<file path="src/design/b2da_pkg.sv">
package b2da_pkg;

   localparam int unsigned DIGIT_BITS = 4;
   localparam int unsigned CHAR_BITS  = 6;
   localparam logic [CHAR_BITS-1:0]  CHAR_ZERO  = 6'd48;
   localparam logic [DIGIT_BITS-1:0] DIGIT_FIVE = 4'd5;

   typedef enum logic [1:0] {
      ST_IDLE,
      ST_CONVERT,
      ST_EMIT
   } state_type;

   // control broadcast to every digit cell
   typedef struct packed {
      logic clear;    // zero the digit
      logic dabble;   // adjust and shift one binary bit in
      logic advance;  // take the digit of the lower neighbor
   } cell_ctrl_type;

endpackage

</file>
<file path="src/design/b2da_if.sv">
interface b2da_req_if #(parameter int unsigned VALUE_BITS = 32);
   logic                  valid;
   logic                  ready;
   logic [VALUE_BITS-1:0] value;

   modport source (output valid, output value, input ready);
   modport sink   (input valid, input value, output ready);
endinterface

interface b2da_rsp_if;
   logic       valid;
   logic       ready;
   logic [5:0] digit_char;
   logic       last_digit;

   modport source (output valid, output digit_char, output last_digit, input ready);
   modport sink   (input valid, input digit_char, input last_digit, output ready);
endinterface

</file>
<file path="src/design/b2da_cell.sv">
module b2da_cell
   import b2da_pkg::*;
(
   input  logic                  clock,
   input  cell_ctrl_type         ctrl,
   input  logic                  nbr_bit,
   input  logic [DIGIT_BITS-1:0] nbr_digit,
   output logic                  carry_out,
   output logic [DIGIT_BITS-1:0] digit
);

   logic [DIGIT_BITS-1:0] digit_ff;
   logic [DIGIT_BITS-1:0] digit_in;
   logic [DIGIT_BITS-1:0] adj;
   logic                  big;

   // subtract-5-then-shift: digits of five or more carry into the next cell
   always_comb begin
      big = (digit_ff >= DIGIT_FIVE);
      adj = big ? (digit_ff - DIGIT_FIVE) : digit_ff;
      if (ctrl.clear) begin
         digit_in = '0;
      end else if (ctrl.dabble) begin
         digit_in = {adj[DIGIT_BITS-2:0], nbr_bit};
      end else if (ctrl.advance) begin
         digit_in = nbr_digit;
      end else begin
         digit_in = digit_ff;
      end
   end

   always_ff @(posedge clock) begin
      digit_ff <= digit_in;
   end

   assign carry_out = big;
   assign digit     = digit_ff;

endmodule

</file>
<file path="src/design/binary_to_decimal_ascii.sv">
// Channel  Direction  Payload
// req_bus  in         value [VALUE_BITS-1:0]
// rsp_bus  out        digit_char [5:0], last_digit
//
// One item at a time: the idle state takes the value, then the convert state
// shifts each value bit in with an adjust through a row of MAX_DIGITS BCD cells,
// then the emit state walks the MAX_DIGITS cells (leading zeros are skipped
// without output, and output stalls hold the emit phase).
// Synchronous reset returns the controller to idle; the cells need none.
// req_bus.ready is high only while idle; a stalled digit holds in the top cell.
module binary_to_decimal_ascii
   import b2da_pkg::*;
#(
   parameter int unsigned VALUE_BITS = 32,
   parameter int unsigned MAX_DIGITS = 10
) (
   input  logic        clock,
   input  logic        reset,
   b2da_req_if.sink    req_bus,
   b2da_rsp_if.source  rsp_bus
);

   localparam int unsigned CNT_W  = $clog2(VALUE_BITS + 1);
   localparam int unsigned DCNT_W = $clog2(MAX_DIGITS + 1);

   state_type             state_ff, state_in;
   logic [VALUE_BITS-1:0] value_ff, value_in;
   logic [CNT_W-1:0]      bit_cnt_ff, bit_cnt_in;
   logic [DCNT_W-1:0]     digit_cnt_ff, digit_cnt_in;
   logic                  started_ff, started_in;
   logic                  overflow_ff, overflow_in;

   cell_ctrl_type         ctrl;
   logic                  show;
   logic                  req_take;
   logic                  rsp_take;
   logic                  last_now;

   logic [MAX_DIGITS-1:0] carry;
   logic [DIGIT_BITS-1:0] digit [MAX_DIGITS];
   logic [DIGIT_BITS-1:0] top_digit;

   // cell 0 takes the value MSB; each cell feeds its carry and digit upward
   for (genvar i = 0; i < MAX_DIGITS; i++) begin : g_cell
      if (i == 0) begin : g_first
         b2da_cell u_cell (
            .clock     (clock),
            .ctrl      (ctrl),
            .nbr_bit   (value_ff[VALUE_BITS-1]),
            .nbr_digit ('0),
            .carry_out (carry[i]),
            .digit     (digit[i])
         );
      end else begin : g_rest
         b2da_cell u_cell (
            .clock     (clock),
            .ctrl      (ctrl),
            .nbr_bit   (carry[i-1]),
            .nbr_digit (digit[i-1]),
            .carry_out (carry[i]),
            .digit     (digit[i])
         );
      end
   end

   assign top_digit = digit[MAX_DIGITS-1];
   assign last_now  = (digit_cnt_ff == DCNT_W'(1));
   // after truncation every kept digit is shown, zeros included
   assign show      = (state_ff == ST_EMIT) &&
                      (started_ff || overflow_ff || (top_digit != '0) || last_now);
   assign req_take  = req_bus.valid && req_bus.ready;
   assign rsp_take  = rsp_bus.valid && rsp_bus.ready;

   always_comb begin
      state_in = state_ff;
      case (state_ff)
         ST_IDLE: begin
            if (req_take) begin
               state_in = ST_CONVERT;
            end
         end
         ST_CONVERT: begin
            if (bit_cnt_ff == CNT_W'(1)) begin
               state_in = ST_EMIT;
            end
         end
         ST_EMIT: begin
            if (rsp_take && last_now) begin
               state_in = ST_IDLE;
            end
         end
         default: begin
            state_in = ST_IDLE;
         end
      endcase
   end

   always_comb begin
      ctrl          = '0;
      req_bus.ready = 1'b0;
      rsp_bus.valid = 1'b0;
      case (state_ff)
         ST_IDLE: begin
            req_bus.ready = 1'b1;
            ctrl.clear    = req_take;
         end
         ST_CONVERT: begin
            ctrl.dabble = 1'b1;
         end
         ST_EMIT: begin
            rsp_bus.valid = show;
            ctrl.advance  = show ? rsp_bus.ready : 1'b1;
         end
         default: begin
            ctrl = '0;
         end
      endcase
   end

   assign rsp_bus.digit_char = CHAR_ZERO + {{(CHAR_BITS-DIGIT_BITS){1'b0}}, top_digit};
   assign rsp_bus.last_digit = last_now;

   always_comb begin
      value_in     = value_ff;
      bit_cnt_in   = bit_cnt_ff;
      digit_cnt_in = digit_cnt_ff;
      started_in   = started_ff;
      overflow_in  = overflow_ff;
      if (req_take) begin
         value_in    = req_bus.value;
         bit_cnt_in  = CNT_W'(VALUE_BITS);
         overflow_in = 1'b0;
      end
      if (ctrl.dabble) begin
         value_in     = {value_ff[VALUE_BITS-2:0], 1'b0};
         bit_cnt_in   = bit_cnt_ff - CNT_W'(1);
         overflow_in  = overflow_ff | carry[MAX_DIGITS-1];
         digit_cnt_in = DCNT_W'(MAX_DIGITS);
         started_in   = 1'b0;
      end
      if (ctrl.advance) begin
         digit_cnt_in = digit_cnt_ff - DCNT_W'(1);
         started_in   = started_ff | show;
      end
   end

   always_ff @(posedge clock) begin
      if (reset) begin
         state_ff <= ST_IDLE;
      end else begin
         state_ff <= state_in;
      end
      value_ff     <= value_in;
      bit_cnt_ff   <= bit_cnt_in;
      digit_cnt_ff <= digit_cnt_in;
      started_ff   <= started_in;
      overflow_ff  <= overflow_in;
   end

`ifndef ASSERT_OFF
   a_no_overlap: assert property (@(posedge clock) disable iff (reset)
      !(req_bus.ready && rsp_bus.valid))
      else $error("input taken while a digit is pending");

   a_digit_range: assert property (@(posedge clock) disable iff (reset)
      rsp_bus.valid |-> (rsp_bus.digit_char >= CHAR_ZERO) &&
                        (rsp_bus.digit_char <= CHAR_ZERO + 6'd9))
      else $error("digit outside 0..9");

   a_load: assert property (@(posedge clock) disable iff (reset)
      req_take |=> (state_ff == ST_CONVERT) && (bit_cnt_ff == CNT_W'(VALUE_BITS)))
      else $error("conversion did not start after input transaction");

   a_emit_count: assert property (@(posedge clock) disable iff (reset)
      (state_ff == ST_EMIT) |-> (digit_cnt_ff != '0))
      else $error("emit phase ran past the last digit");

   a_run_end: assert property (@(posedge clock) disable iff (reset)
      (rsp_take && rsp_bus.last_digit) |=> (state_ff == ST_IDLE))
      else $error("not idle after last digit");
`endif

endmodule

</file>
<file path="src/flat_wrapper.sv">
// flat-port wrapper written by rule: the top's interface ports become plain ports
module binary_to_decimal_ascii_flat import b2da_pkg::*;
#(
   parameter int unsigned VALUE_BITS = 32,
   parameter int unsigned MAX_DIGITS = 10
)
  (clock, reset, req_bus_valid, req_bus_value, req_bus_ready, rsp_bus_valid, rsp_bus_digit_char, rsp_bus_last_digit, rsp_bus_ready);
  b2da_req_if #(.VALUE_BITS(VALUE_BITS)) req_bus_i ();
  b2da_rsp_if rsp_bus_i ();
  input  logic clock;
  input  logic reset;
  input wire logic [$bits(req_bus_i.valid)-1:0] req_bus_valid;
  input wire logic [$bits(req_bus_i.value)-1:0] req_bus_value;
  output wire logic [$bits(req_bus_i.ready)-1:0] req_bus_ready;
  output wire logic [$bits(rsp_bus_i.valid)-1:0] rsp_bus_valid;
  output wire logic [$bits(rsp_bus_i.digit_char)-1:0] rsp_bus_digit_char;
  output wire logic [$bits(rsp_bus_i.last_digit)-1:0] rsp_bus_last_digit;
  input wire logic [$bits(rsp_bus_i.ready)-1:0] rsp_bus_ready;
  assign req_bus_i.valid = req_bus_valid;
  assign req_bus_i.value = req_bus_value;
  assign req_bus_ready = req_bus_i.ready;
  assign rsp_bus_valid = rsp_bus_i.valid;
  assign rsp_bus_digit_char = rsp_bus_i.digit_char;
  assign rsp_bus_last_digit = rsp_bus_i.last_digit;
  assign rsp_bus_i.ready = rsp_bus_ready;
  binary_to_decimal_ascii #(.VALUE_BITS(VALUE_BITS), .MAX_DIGITS(MAX_DIGITS)) u_core (.clock(clock), .reset(reset), .req_bus(req_bus_i), .rsp_bus(rsp_bus_i));
endmodule
</file>
<file path="config.mk">
export PLATFORM = sky130hd
export DESIGN_NAME = binary_to_decimal_ascii_flat
export DESIGN_NICKNAME = d
export VERILOG_FILES = /design/src/design/b2da_pkg.sv /design/src/design/b2da_if.sv /design/src/design/b2da_cell.sv /design/src/design/binary_to_decimal_ascii.sv /design/src/flat_wrapper.sv
export SDC_FILE = /design/constraint.sdc
export NUM_CORES = 1
export LEC_CHECK = 0
export BUFFER_PORTS_ARGS = -buffer_cell sky130_fd_sc_hd__buf_4
export CORE_MARGIN = 4
export CORE_UTILIZATION = 59
export CTS_CLUSTER_DIAMETER = 150
export DETAILED_ROUTE_END_ITERATION = 10
export MAX_ROUTING_LAYER = met4
export PLACE_DENSITY = 0.79
export SLEW_MARGIN = 20
export SYNTH_ARGS = -nofsm -noshare
export SYNTH_HDL_FRONTEND = slang
export SYNTH_SLANG_ARGS = --single-unit
</file>
<file path="constraint.sdc">
create_clock -name clock -period 7 [get_ports clock]
set_input_delay 2.1 -clock clock [delete_from_list [all_inputs] [get_ports clock]]
set_output_delay 2.1 -clock clock [all_outputs]
set_load 0.02 [all_outputs]
</file>
# --- Word-level counts from Yosys, hierarchy flattened ---
# Cells that the tools add are included.
classes:
  order_cmp: 10
  reduce_logical: 12
  eq_ne: 7
  addsub: 13
  bitwise: 2
  muxes: 50
op_table:
  columns: ["cell", "n"]
  rows:
  - ["4-bit 2-to-1 mux", 22]
  - ["32-bit 2-to-1 mux", 2]
  - ["4-bit by 3-bit greater-or-equal comparator with 1-bit output (second input constant)", 10]
  - ["3-bit 2-to-1 mux", 10]
  - ["3-bit subtractor (second input constant)", 10]
  - ["6-bit 2-to-1 mux", 2]
  - ["1-bit 2-to-1 mux", 10]
  - ["5-bit by 5-bit adder with 6-bit output (first input constant)", 1]
  - ["6-bit by 1-bit equality test with 1-bit output (second input constant)", 1]
  - ["2-bit 2-to-1 mux", 3]
  - ["2-bit one-hot mux with 3 select lines", 1]
  - ["6-bit by 1-bit subtractor with 6-bit output (second input constant)", 1]
  - ["4-bit by 1-bit equality test with 1-bit output (second input constant)", 1]
  - ["1-bit logical AND", 4]
  - ["2-bit by 1-bit inequality test with 1-bit output (second input constant)", 2]
  - ["2-bit nonzero test", 2]
  - ["4-bit nonzero test", 1]
  - ["4-bit by 1-bit subtractor with 4-bit output (second input constant)", 1]
  - ["1-bit logical OR", 3]
  - ["3-bit AND reduction", 1]
  - ["2-bit by 1-bit equality test with 1-bit output (second input constant)", 1]
  - ["2-bit equality test (second input constant)", 1]
  - ["2-bit logical NOT", 1]
  - ["2-bit inequality test (second input constant)", 1]
  - ["1-bit OR", 2]
totals:
  ff_bits: 86
  out_inout_bits: 9

# --- Longest topological paths before layout ---
# Gate-level depths: netlist (run 1).
depth:
  depth_word: 9
  mapped_depth: 7

# --- By module ---
# From an unflattened synthesis (run 1), not the netlist that was laid out.
unflattened:
  cells_unflattened: 475
  area_unflattened_um2: 4914.7
modules_own_cells:
  columns: ["mod", "n_inst", "cells_per_inst", "area_per_inst_um2"]
  rows:
  - ["b2da_cell", 10, 33, 286.5]
  - ["binary_to_decimal_ascii", 1, 145, 2049.5]

# --- Least setup slack after synthesis (run 1) ---
# Ideal clock, no wire load.
synth_timing:
  kind: "input to register"
  startpoint: "in req_bus_valid"
  endpoint: "reg u_core.bit_cnt_ff[0] (enable)"
  setup_slack_ps: 2764
  stages: 2
  arrival_ps: 3801
  n_path_buf: 0
  path_cell_list: "nor3_1 nor2_1"
synth_between:
  elab_chain_len: 2
synth_lines:
  columns: ["element", "line_no", "rtl"]
  rows:
  - ["start: declaration", "flat_wrapper.sv:12", "input wire logic [$bits(req_bus_i.valid)-1:0] req_bus_valid;"]
  - ["1-bit logical AND", "binary_to_decimal_ascii.sv:71", "assign req_take = req_bus.valid && req_bus.ready;"]
  - ["2-bit nonzero test (no source line)", null, null]
  - ["end signal: assignment", "binary_to_decimal_ascii.sv:154", "bit_cnt_ff <= bit_cnt_in;"]
  - ["end: declaration", "binary_to_decimal_ascii.sv:28", "logic [CNT_W-1:0] bit_cnt_ff, bit_cnt_in;"]
# No other way between the ends.
# A chain may end at the register's enable or synchronous reset.

# --- Worst setup path in the final report (run 1) ---
layout_timing:
  startpoint: "reg u_core.g_cell[9].g_rest.u_cell.digit_ff[0]"
  endpoint: "out rsp_bus_valid"
layout_between:
  elab_chain_len: 5
layout_lines:
  columns: ["element", "line_no", "rtl"]
  rows:
  - ["start: declaration", "b2da_cell.sv:12", "logic [DIGIT_BITS-1:0] digit_ff;"]
  - ["start signal: assignment", "b2da_cell.sv:33", "digit_ff <= digit_in;"]
  - ["4-bit nonzero test", "binary_to_decimal_ascii.sv:70", "(started_ff || overflow_ff || (top_digit != '0) || last_now);"]
  - ["1-bit logical OR (2 in series)", "binary_to_decimal_ascii.sv:70", null]
  - ["1-bit logical AND", "binary_to_decimal_ascii.sv:69", "assign show = (state_ff == ST_EMIT) &&"]
  - ["1-bit 2-to-1 mux", "binary_to_decimal_ascii.sv:102", "case (state_ff)"]
  - ["end: declaration", "flat_wrapper.sv:15", "output wire logic [$bits(rsp_bus_i.valid)-1:0] rsp_bus_valid;"]
# No other way between the ends.

==> results of run 1 <==
[metal layers]
metal  wire length (um)  vias to the layer above  global-route usage [%]
met2               5840                      192                    39.9
met4                226                        0                    8.93
met3                743                       26                    3.89
li1                   -                     1907                       -
met1               4980                     1955                    30.3
met5                  0                        -                       -
[sequential cells by signal, summed over array words and instances, names as in the netlist]
name	count
u_core.state_ff	2
u_core.g_cell.g_first.u_cell.digit	4
u_core.overflow_ff	1
u_core.value_ff	32
u_core.started_ff	1
u_core.digit_cnt_ff	4
u_core.g_cell.g_rest.u_cell.digit	36
u_core.bit_cnt_ff	6
[how the worst max path moves through the flow]
| stage | from | end | slack, ps | cells past startpoint |
|---|---|---|---|---|
| floorplan | req_bus_valid | u_core.bit_cnt_ff[0] | 2760 | 2 |
| global placement | rsp_bus_ready | u_core.g_cell[8].g_rest.u_cell.digit[0] | 2920 | 5 |
| detailed placement | rsp_bus_ready | u_core.g_cell[3].g_rest.u_cell.digit[0] | 2850 | 5 |
| CTS | u_core.g_cell[9].g_rest.u_cell.digit[0] | rsp_bus_valid | 2450 | 6 |
| global route | u_core.g_cell[9].g_rest.u_cell.digit[0] | rsp_bus_valid | 2280 | 6 |
| finish | u_core.g_cell[9].g_rest.u_cell.digit[0] | rsp_bus_valid | 2470 | 6 |
[worst register-to-register path, stage by stage, from the launching register on]
cell and delay, ps:
dfxtp_1 370, inv_1 140, ha_1 160, or4b_4 500, o31a_1 570, nor2_1 840
nand2_1 150
[power breakdown]
part	internal, uW	leakage [uW]	switching, uW	total, uW
combinational	203	0.00123	240	443
sequential	615	0.000794	78.2	693
clock	242	0.000125	194	436
total	1060	0.00215	512	1570
[cell usage after synthesis, types with 2 or more instances]
| cell type | number |
|---|---|
| o21ai_0 | 9 |
| ha_1 | 25 |
| buf_2 | 4 |
| a221oi_1 | 8 |
| o221a_2 | 2 |
| o31ai_1 | 8 |
| nand2b_1 | 14 |
| a211oi_2 | 3 |
| o221a_1 | 7 |
| buf_1 | 7 |
| xnor2_1 | 6 |
| inv_1 | 34 |
| edfxtp_1 | 43 |
| a31oi_1 | 10 |
| mux2_2 | 10 |
| nor2_1 | 41 |
| a21oi_1 | 42 |
| dfxtp_1 | 43 |
| a211oi_1 | 8 |
| xor2_1 | 2 |
| nand2_1 | 46 |
| mux2i_1 | 8 |
| o211ai_1 | 10 |
| nor2b_1 | 2 |
| nor3_1 | 14 |
| nand3_1 | 10 |
| clkbuf_1 | 25 |
| buf_4 | 6 |
| a22o_1 | 47 |
[logic make-up after synthesis]
group           count (synthesis)
fa+ha+maj                      25
simple gates                  133
other cells                     1
compound gates                162
flops                          86
xor+xnor                        8
mux                            18
buf+inv                        77
[layout by cell type (no fill, tap or decap), types with 9 or more instances in the layout]
| cell | Yosys | layout |
|---|---|---|
| edfxtp_1 | 43 | 43 |
| nand2_1 | 46 | 46 |
| nand3_1 | 10 | 10 |
| clkbuf_8 | 0 | 9 |
| dfxtp_1 | 43 | 43 |
| a22o_1 | 47 | 47 |
| a21oi_1 | 42 | 42 |
| mux2_2 | 10 | 10 |
| o21ai_0 | 9 | 9 |
| nor2_1 | 41 | 40 |
| a31oi_1 | 10 | 10 |
| inv_1 | 34 | 34 |
| o211ai_1 | 10 | 10 |
| ha_1 | 25 | 25 |
| buf_4 | 6 | 49 |
| nor3_1 | 14 | 14 |
| nand2b_1 | 14 | 14 |
[layout make-up]
cell class                      instances  share of cell area (%)
Clock inverter                          7                    2.29
Inverter                               34                    2.34
Multi-Input combinational cell        348                    44.2
Sequential cell                        86                    39.4
Tap cell                              102                    2.34
Clock buffer                            9                    2.27
Timing Repair Buffer                   50                    7.11
[through the flow]
stage / power (uW) / worst slack, ps
global placement: 1110 / 2920
floorplan: 1020 / 2760
CTS: 1570 / 2450
global route: 1650 / 2280
finish: 1570 / 2470
detailed placement: 1130 / 2850
==> run_results.csv, run 1 <==
group,metric,value,unit
synthesis,synthXorXnorAreaFrac,1.44,%
grt,vias_in_the_first_global_route,3916,
sta,timing.max_slew.rel_slack,35.5,%
synthesis,synth_compound_area_share,24.7,%
critical_path,critPathTopFamily,"simple AND/OR/NAND/NOR gates",
grt,globalRouteOverflowTotal,0,
clock_tree,cts_tree,"yes",
route,routed_wire_length_per_instance,18.5,um
clock_tree,path_clk_slew,100,ps
clock_tree,cts_hold_buffers,0,
synthesis,synth_largest_area_cell,"edfxtp_1",
layout,antenna_cells_inserted,0,
die,io_pins,45,
layout,seqCellArea,2150,um^2
critical_path,cp.arrival,2430,ps
synthesis,synth-seq-area-share,44.2,%
sta,slew_viol_final,0,
synthesis,synth.top_cells.by_area,"edfxtp_1 27%, dfxtp_1 18%, a22o_1 8.5%, ha_1 6.4%, a21oi_1 4.3%",
clock_tree,clockBufferDepth,2,
sta,report.final.hold_viol_count,0,
critical_path,crit-reg2reg-capture,"u_core.digit_cnt_ff[1]",
grt,grt_antenna_before_repair,0,
route,routed_wl,11800,um
layout,multi_input_area,2410,um^2
placement,number_of_i_o_port_buffers,42,
hold_path,min_delay_worst_endpoint,"u_core.value_ff[0]",
placement,place.gp.congestion,0.828,
clock_tree,h-tree-depth,3,
sta,post-route-period-util,64.6,%
critical_path,reg2reg_depth,6,
die,core.rowCount,32,
critical_path,critical_path.reg2reg.startpoint,"u_core.g_cell[9].g_rest.u_cell.digit[0]",
route,drt-initial-drc-count,375,
synthesis,syn_area_per_cell,9.55,um^2
synthesis,synth_top_family_by_area,"compound AO/OA/AOI/OAI gates",
run_status,result_of_the_run,"completed",
power_and_ir_drop,worst_ir_drop_vdd,0.131,mV
sta,fin_tns_setup,0,ps
hold_path,worstHoldStart,"u_core.value_ff[0]",
synthesis,synth_warnings,0,
critical_path,critical_path_peak_fanout,19,
clock_tree,cts_root_buf,"clkbuf_8",
synthesis,postSynthRegisterBits,86,
clock_tree,cts_made_buffers,9,
power_and_ir_drop,static_leakage_power,0.00215,uW
die,floorplan.die.width,98.9,um
synthesis,synth_top_area_share,26.5,%
sta,finalClockSkew,15.1,ps
placement,dp_cells,619,
route,drt_pass1_iterations,6,
clock_tree,insertion_delay,360,ps
layout,utilization_after_layout,69.2,%
power_and_ir_drop,power.density,288,nW/um^2
synthesis,synth.lib_cells_used.distinct,45,
clock_tree,number_of_buffers_added_for_setup_after_cts,0,
critical_path,max_stage_delay,630,ps
clock_tree,clock_sink_count,86,
layout,nFillCells,604,
synthesis,mappedNetlistArea,4870,um^2
route,total_number_of_vias,4080,
critical_path,nature_of_the_critical_path_startpoint,"register",
layout,count_of_non_filler_cells_in_the_finished_layout,636,
critical_path,critPathRequiredTime,4900,ps
grt,gr-usage-all-layers,24.3,%
critical_path,critical_path.endpoint_type,"output port",
job,cap_violations,0,
hold_path,hold_path.class,"reg2reg",
synthesis,muxShareOfSynthArea,3.96,%
route,viasPerCell,6.42,
clock_tree,cts.repair.resized,0,
die,initial_utilization,61.8,%
grt,grt_pass1_wl,18900,um
synthesis,synth-simple-area-share,12.6,%
critical_path,critical_path_class,"reg2out",
die,die_area,9770,um^2
critical_path,r2r_slack,4000,ps
layout,final_layout_size_suffix_gt1_share,16.5,%
synthesis,postSynthCellCount,510,
placement,post_dp_cell_area,5190,um^2
critical_path,cp_num_buf_inv,2,
sta,min_period,4530,ps
synthesis,synthArstFlopShare,0,%
sta,worst_pin_slew,965,ps
die,core_area,7890,um^2
critical_path,crit_chain,"inv_1 > ha_1 > or4b_4 > nor3_4 > nor2_1 > buf_4",
layout,finish.net_count,590,
layout,fin_area,5460,um^2
synthesis,synthAdderAreaFrac,6.42,%
grt,largest_net_degree_at_the_start_of_global_routing,65,
placement,dp_hpwl,7590,um
synthesis,synth-edff-count,43,
layout,layout_stage_area_growth_over_the_synthesis_result,12.1,%
sta,clock.fmax,0.221,GHz
hold_path,number_of_cells_on_the_worst_hold_path,2,
sta,rsz_0062_raised_after_global_routing,"no",
route,drtAntennaViolNets,0,
sta,timing.hold.ws,502,ps
sta,setup_viol,0,
critical_path,cpMaxStageDelayCell,"nor3_4",
route,drc,0,
synthesis,yosys_most_used_dff,"edfxtp_1",
die,die_h,98.9,um
Note: power is estimated with default switching activity, not from simulation.
==> run 2: changes to the inputs <==
CORE_UTILIZATION = 54   (was 59)
PLACE_DENSITY = 0.76   (was 0.79)
clock period = 4.1 ns   (was 7 ns; I/O delays follow)
==> run 2 against run 1 <==
Net effect:
- clock skew shrank 5.8 ps
- global-route usage shrank 1.8 points
- worst setup slack lost 1500 ps
- non-clock buffer count grew 3
- highest routed layer unchanged
==> run_results.csv, run 2 (synthesis results as in run 1) <==
group,metric,value,unit
clock_tree,clock_sink_count,86,
grt,largest_net_degree_at_the_start_of_global_routing,71,
grt,gr-usage-all-layers,22.5,%
layout,antenna_cells_inserted,0,
route,total_number_of_vias,3973,
grt,grt_antenna_before_repair,0,
clock_tree,path_clk_slew,90,ps
critical_path,reg2reg_depth,5,
placement,dp_hpwl,7240,um
critical_path,critical_path.endpoint_type,"output port",
sta,timing.final.ws_setup,959,ps
clock_tree,insertion_delay,360,ps
clock_tree,cts.repair.resized,0,
job,cap_violations,0,
layout,most_frequent_cells_in_the_layout,"52 x buf_4, 47 x a22o_1, 46 x nand2_1",
die,io_pins,45,
sta,post-route-period-util,76.6,%
layout,nFillCells,762,
layout,layout_stage_area_growth_over_the_synthesis_result,10.9,%
critical_path,max_stage_delay,500,ps
power_and_ir_drop,total_power,2440,uW
route,viasPerCell,6.17,
clock_tree,cts_made_buffers,9,
sta,clock.fmax,0.318,GHz
power_and_ir_drop,static_leakage_power,0.00211,uW
critical_path,nature_of_the_critical_path_startpoint,"register",
critical_path,critical_path.reg2reg.startpoint,"u_core.state_ff[1]",
critical_path,critPathRequiredTime,2870,ps
sta,report.final.hold_viol_count,0,
hold_path,worstHoldStart,"u_core.value_ff[0]",
hold_path,hold_path.class,"reg2reg",
hold_path,min_delay_worst_endpoint,"u_core.value_ff[0]",
sta,finalClockSkew,9.30,ps
die,initial_utilization,55.6,%
sta,timing.max_slew.rel_slack,30.9,%
die,die_h,103,um
grt,grt_pass1_wl,18300,um
route,drtAntennaViolNets,0,
die,die_area,10600,um^2
critical_path,crit_chain,"inv_1 > ha_1 > or4b_4 > nor3_4 > nor2_1 > buf_4",
clock_tree,clockBufferDepth,2,
layout,layout.cells.most_common,"buf_4",
run_status,result_of_the_run,"completed",
die,core.rowCount,34,
power_and_ir_drop,power.density,453,nW/um^2
layout,final_layout_size_suffix_gt1_share,16.6,%
die,core_area,8760,um^2
grt,vias_in_the_first_global_route,3842,
sta,fin_tns_setup,0,ps
placement,number_of_i_o_port_buffers,42,
route,drt_pass1_iterations,5,
sta,setup_viol,0,
critical_path,cp.arrival,1910,ps
die,floorplan.die.width,103,um
sta,worst_pin_slew,1030,ps
sta,min_period,3140,ps
layout,seqCellArea,2150,um^2
critical_path,critical_path_class,"reg2out",
clock_tree,cts_tree,"yes",
sta,slew_viol_final,0,
placement,place.gp.congestion,0.865,
clock_tree,cts_hold_buffers,0,
critical_path,crit-reg2reg-capture,"u_core.g_cell[7].g_rest.u_cell.digit[1]",
clock_tree,number_of_buffers_added_for_setup_after_cts,0,
route,drt-initial-drc-count,273,
route,routed_wire_length_per_instance,17.2,um
critical_path,critical_path_peak_fanout,5,
layout,finish.net_count,593,
hold_path,number_of_cells_on_the_worst_hold_path,2,
route,routed_wl,11100,um
sta,rsz_0062_raised_after_global_routing,"no",
critical_path,cpMaxStageDelayCell,"or4b_4",
clock_tree,cts_root_buf,"clkbuf_8",
clock_tree,h-tree-depth,3,
layout,largest_register_ff_count,36,
layout,utilization_after_layout,61.7,%
placement,place_ws,1220,ps
sta,timing.hold.ws,488,ps
critical_path,r2r_slack,1680,ps
grt,globalRouteOverflowTotal,0,
layout,multi_input_area,2410,um^2
route,drc,0,
power_and_ir_drop,worst_ir_drop_vdd,0.192,mV
run 2: worst max-delay path by stage:
stage | from | end | slack, ps
after CTS | u_core.g_cell[9].g_rest.u_cell.digit[0] | rsp_bus_valid | 940
after floorplan | req_bus_valid | u_core.bit_cnt_ff[0] | 730
final | u_core.g_cell[9].g_rest.u_cell.digit[0] | rsp_bus_valid | 960
after global routing | u_core.g_cell[9].g_rest.u_cell.digit[0] | rsp_bus_valid | 840
after detailed placement | rsp_bus_ready | u_core.g_cell[1].g_rest.u_cell.digit[3] | 1220
after global placement | rsp_bus_ready | u_core.g_cell[5].g_rest.u_cell.digit[3] | 1300
run 2: cell type report:
class,count,share of cell area (%)
clock buffers,9,2.29
clock inverters,6,0.718
inverters,34,2.36
multi-input cells,348,44.7
flip-flops and latches,86,39.8
well taps,108,2.50
repair buffers,53,7.60
run 2: worst max-delay path: cells and delay by family (launching register included):
| kind | cells | cell delay [ps] |
|---|---|---|
| adders and majority gates | 1 | 170 |
| buffers and inverters | 2 | 280 |
| DFF | 1 | 360 |
| and+or+nand+nor | 3 | 740 |
run 2: per-layer routing:
layer	vias to the layer above	global-route usage (%)	wire length, um
met5	-	-	0
li1	1907	-	-
met2	144	35.3	5290
met1	1907	29.4	4950
met4	0	6.57	112
met3	15	5.07	696
run 2: through the flow:
| stage | cells | area [um^2] |
|---|---|---|
| 6_report | 644 | 5400 |
| 3_5_place_dp | 629 | 5240 |
| 3_3_place_gp | 629 | 5240 |
| 2_1_floorplan | 511 | 4870 |
| 5_1_grt | 644 | 5400 |
| 4_1_cts | 644 | 5400 |
run 2: report_power, final:
part / internal, uW / total (uW) / switching [uW]
Clock: 215 / 530 / 314
Sequential: 1050 / 1180 / 128
Combinational: 349 / 737 / 388
Total: 1610 / 2440 / 831
==> run 3: changes to the inputs <==
ABC_AREA = 1   (was default)
PLACE_DENSITY = 0.77   (was 0.76)
clock period = 2.7 ns   (was 4.1 ns; I/O delays follow)
==> run 3 against run 2 <==
Net effect:
- sequential share of layout area increased by 0.84 points
- critical path depth increased by 2
- combinational power increased by 83%
- sequential power increased by 58%
- synthesized cell count increased by 16%
- design area decreased by 2.1%
- wire length decreased by 11%
==> run_results.csv, run 3 <==
group,metric,value,unit
run_status,result_of_the_run,"completed",
synthesis,postSynthCellCount,592,
route,drtAntennaViolNets,0,
power_and_ir_drop,power.density,785,nW/um^2
clock_tree,cts_tree,"yes",
die,io_pins,45,
critical_path,nature_of_the_critical_path_startpoint,"register",
route,routed_wl,9810,um
clock_tree,insertion_delay,350,ps
synthesis,synthArstFlopShare,0,%
clock_tree,cts.repair.resized,0,
layout,final_layout_size_suffix_gt1_share,12.3,%
sta,fin_tns_setup,0,ps
die,die_h,102,um
clock_tree,number_of_buffers_added_for_setup_after_cts,0,
layout,antenna_cells_inserted,0,
critical_path,r2r_slack,710,ps
critical_path,max_stage_delay,370,ps
route,drc,0,
route,drt_pass1_iterations,5,
layout,layout.cells.most_common,"nand2_1",
hold_path,worstHoldStart,"u_core.g_cell[4].g_rest.u_cell.digit[3]",
route,viasPerCell,5.48,
die,die_area,10400,um^2
grt,grt_antenna_before_repair,0,
clock_tree,clockBufferDepth,2,
die,initial_utilization,55.2,%
clock_tree,cts_made_buffers,9,
critical_path,setup.worst_path.start,"u_core.g_cell[9].g_rest.u_cell.digit[0]",
power_and_ir_drop,static_leakage_power,0.00242,uW
clock_tree,h-tree-depth,3,
critical_path,critical_path.endpoint_type,"output port",
layout,utilization_after_layout,61.3,%
hold_path,hold_path.class,"reg2reg",
clock_tree,path_clk_slew,90,ps
synthesis,yosys_most_used_dff,"edfxtp_1",
grt,grt_pass1_wl,17000,um
critical_path,critical_path_peak_fanout,5,
synthesis,postSynthRegisterBits,86,
route,routed_wire_length_per_instance,13.4,um
critical_path,critical_path_class,"reg2out",
die,core.rowCount,34,
layout,layout_stage_area_growth_over_the_synthesis_result,11.0,%
sta,slew_viol_final,0,
critical_path,worst_path_most_repeated_cell,"inv_1",
route,drt-initial-drc-count,201,
layout,largest_register_ff_count,36,
synthesis,mappedNetlistArea,4770,um^2
sta,worst_pin_slew,539,ps
clock_tree,clock_sink_count,86,
synthesis,synth_largest_area_cell,"edfxtp_1",
sta,finalClockSkew,11.4,ps
sta,timing.max_slew.rel_slack,64.1,%
grt,gr-usage-all-layers,20.8,%
sta,post-route-period-util,88.1,%
layout,finish.net_count,681,
sta,rsz_0062_raised_after_global_routing,"no",
synthesis,synth_warnings,0,
grt,largest_net_degree_at_the_start_of_global_routing,59,
critical_path,critPathRequiredTime,1890,ps
die,core_area,8640,um^2
clock_tree,cts_root_buf,"clkbuf_8",
critical_path,critical_path.reg2reg.startpoint,"u_core.g_cell[9].g_rest.u_cell.digit[0]",
critical_path,cpMaxStageDelayCell,"dfxtp_1",
critical_path,cp.arrival,1570,ps
layout,most_frequent_cells_in_the_layout,"131 x nand2_1, 69 x nand3_1, 61 x nor2_1",
job,cap_violations,0,
sta,timing.hold.ws,488,ps
synthesis,most_frequent_cell_after_synthesis,"nand2_1",
synthesis,synth-seq-area-share,45.1,%
synthesis,syn_area_per_cell,8.05,um^2
synthesis,synth-edff-count,43,
grt,vias_in_the_first_global_route,3764,
sta,report.final.hold_viol_count,0,
synthesis,synth.lib_cells_used.distinct,30,
clock_tree,cts_hold_buffers,0,
synthesis,synth.top_cells.by_area,"edfxtp_1 27%, dfxtp_1 18%, nand2_1 10%, nand3_1 7.2%, ha_1 6.6%",
die,floorplan.die.width,102,um
critical_path,crit_chain,"inv_1 > ha_1 > inv_1 > nor2_1 > nand3_2 > nand2_1 > inv_1 > buf_4",
route,total_number_of_vias,4018,
sta,min_period,2380,ps
grt,globalRouteOverflowTotal,0,
synthesis,synth_top_area_share,27.1,%
synthesis,leading_post_synthesis_cells_by_instance_count,"131 x nand2_1, 69 x nand3_1, 61 x nor2_1",
sta,clock.fmax,0.421,GHz
placement,dp_hpwl,6700,um
placement,place.gp.congestion,0.798,
power_and_ir_drop,worst_ir_drop_vdd,0.468,mV
sta,setup_viol,0,
placement,number_of_i_o_port_buffers,42,
run 3: final timing paths:
path	to	depth (start not counted)
worst max-delay path	rsp_bus_valid	8
worst min-delay path	u_core.g_cell[4].g_rest.u_cell.digit[3]	2
worst max register to register	u_core.started_ff	8
worst min register to register	u_core.g_cell[4].g_rest.u_cell.digit[3]	2
run 3: final cells by class:
type | count | area (um^2)
Fill cell | 783 | 3340
Multi-Input combinational cell | 408 | 2180
Sequential cell | 86 | 2150
Timing Repair Buffer | 51 | 383
Inverter | 64 | 240
Tap cell | 108 | 135
Clock buffer | 9 | 124
Clock inverter | 7 | 78.8
run 3: logic make-up (layout without fill, tap and decap cells):
group                    count (synthesis)  after routing  synth area share [%]
buffers and inverters                   99            131                  9.24
XOR/XNOR                                 3              3                 0.551
other                                    1              2                0.0787
AO/OA/AOI/OAI                          104            104                  14.1
flip-flops                              86             86                  45.1
AND/OR/NAND/NOR                        274            274                  24.3
adder cells (fa/ha/maj)                 25             25                  6.56
run 3: worst max-delay path: cells and delay by family (launching register included):
kind,cells,cell delay (ps)
fa+ha+maj,1,160
simple gates,3,340
flops,1,370
buf+inv,4,360
run 3: metrics by stage:
step                      instances  total power, uW  setup slack, ps  cell area [um^2]
final                           733             4160              322              5290
after global routing            733             4490              189              5290
after CTS                       733             4170              318              5290
after detailed placement        717             3230              651              5090
after global placement          717             3160              689              5090
after floorplan                 593             2920              262              4770
run 3: power by group:
| part | internal (uW) | total [uW] | switching [uW] |
|---|---|---|---|
| clock network | 441 | 947 | 505 |
| registers | 1690 | 1860 | 170 |
| logic | 508 | 1350 | 845 |
| total | 2640 | 4160 | 1520 |
run 3: metal layers:
metal	GRT usage, %	part of all wire [%]
met5	-	0
met2	32.4	46
met3	4.51	5.7
met4	5.25	0.95
met1	27.9	47
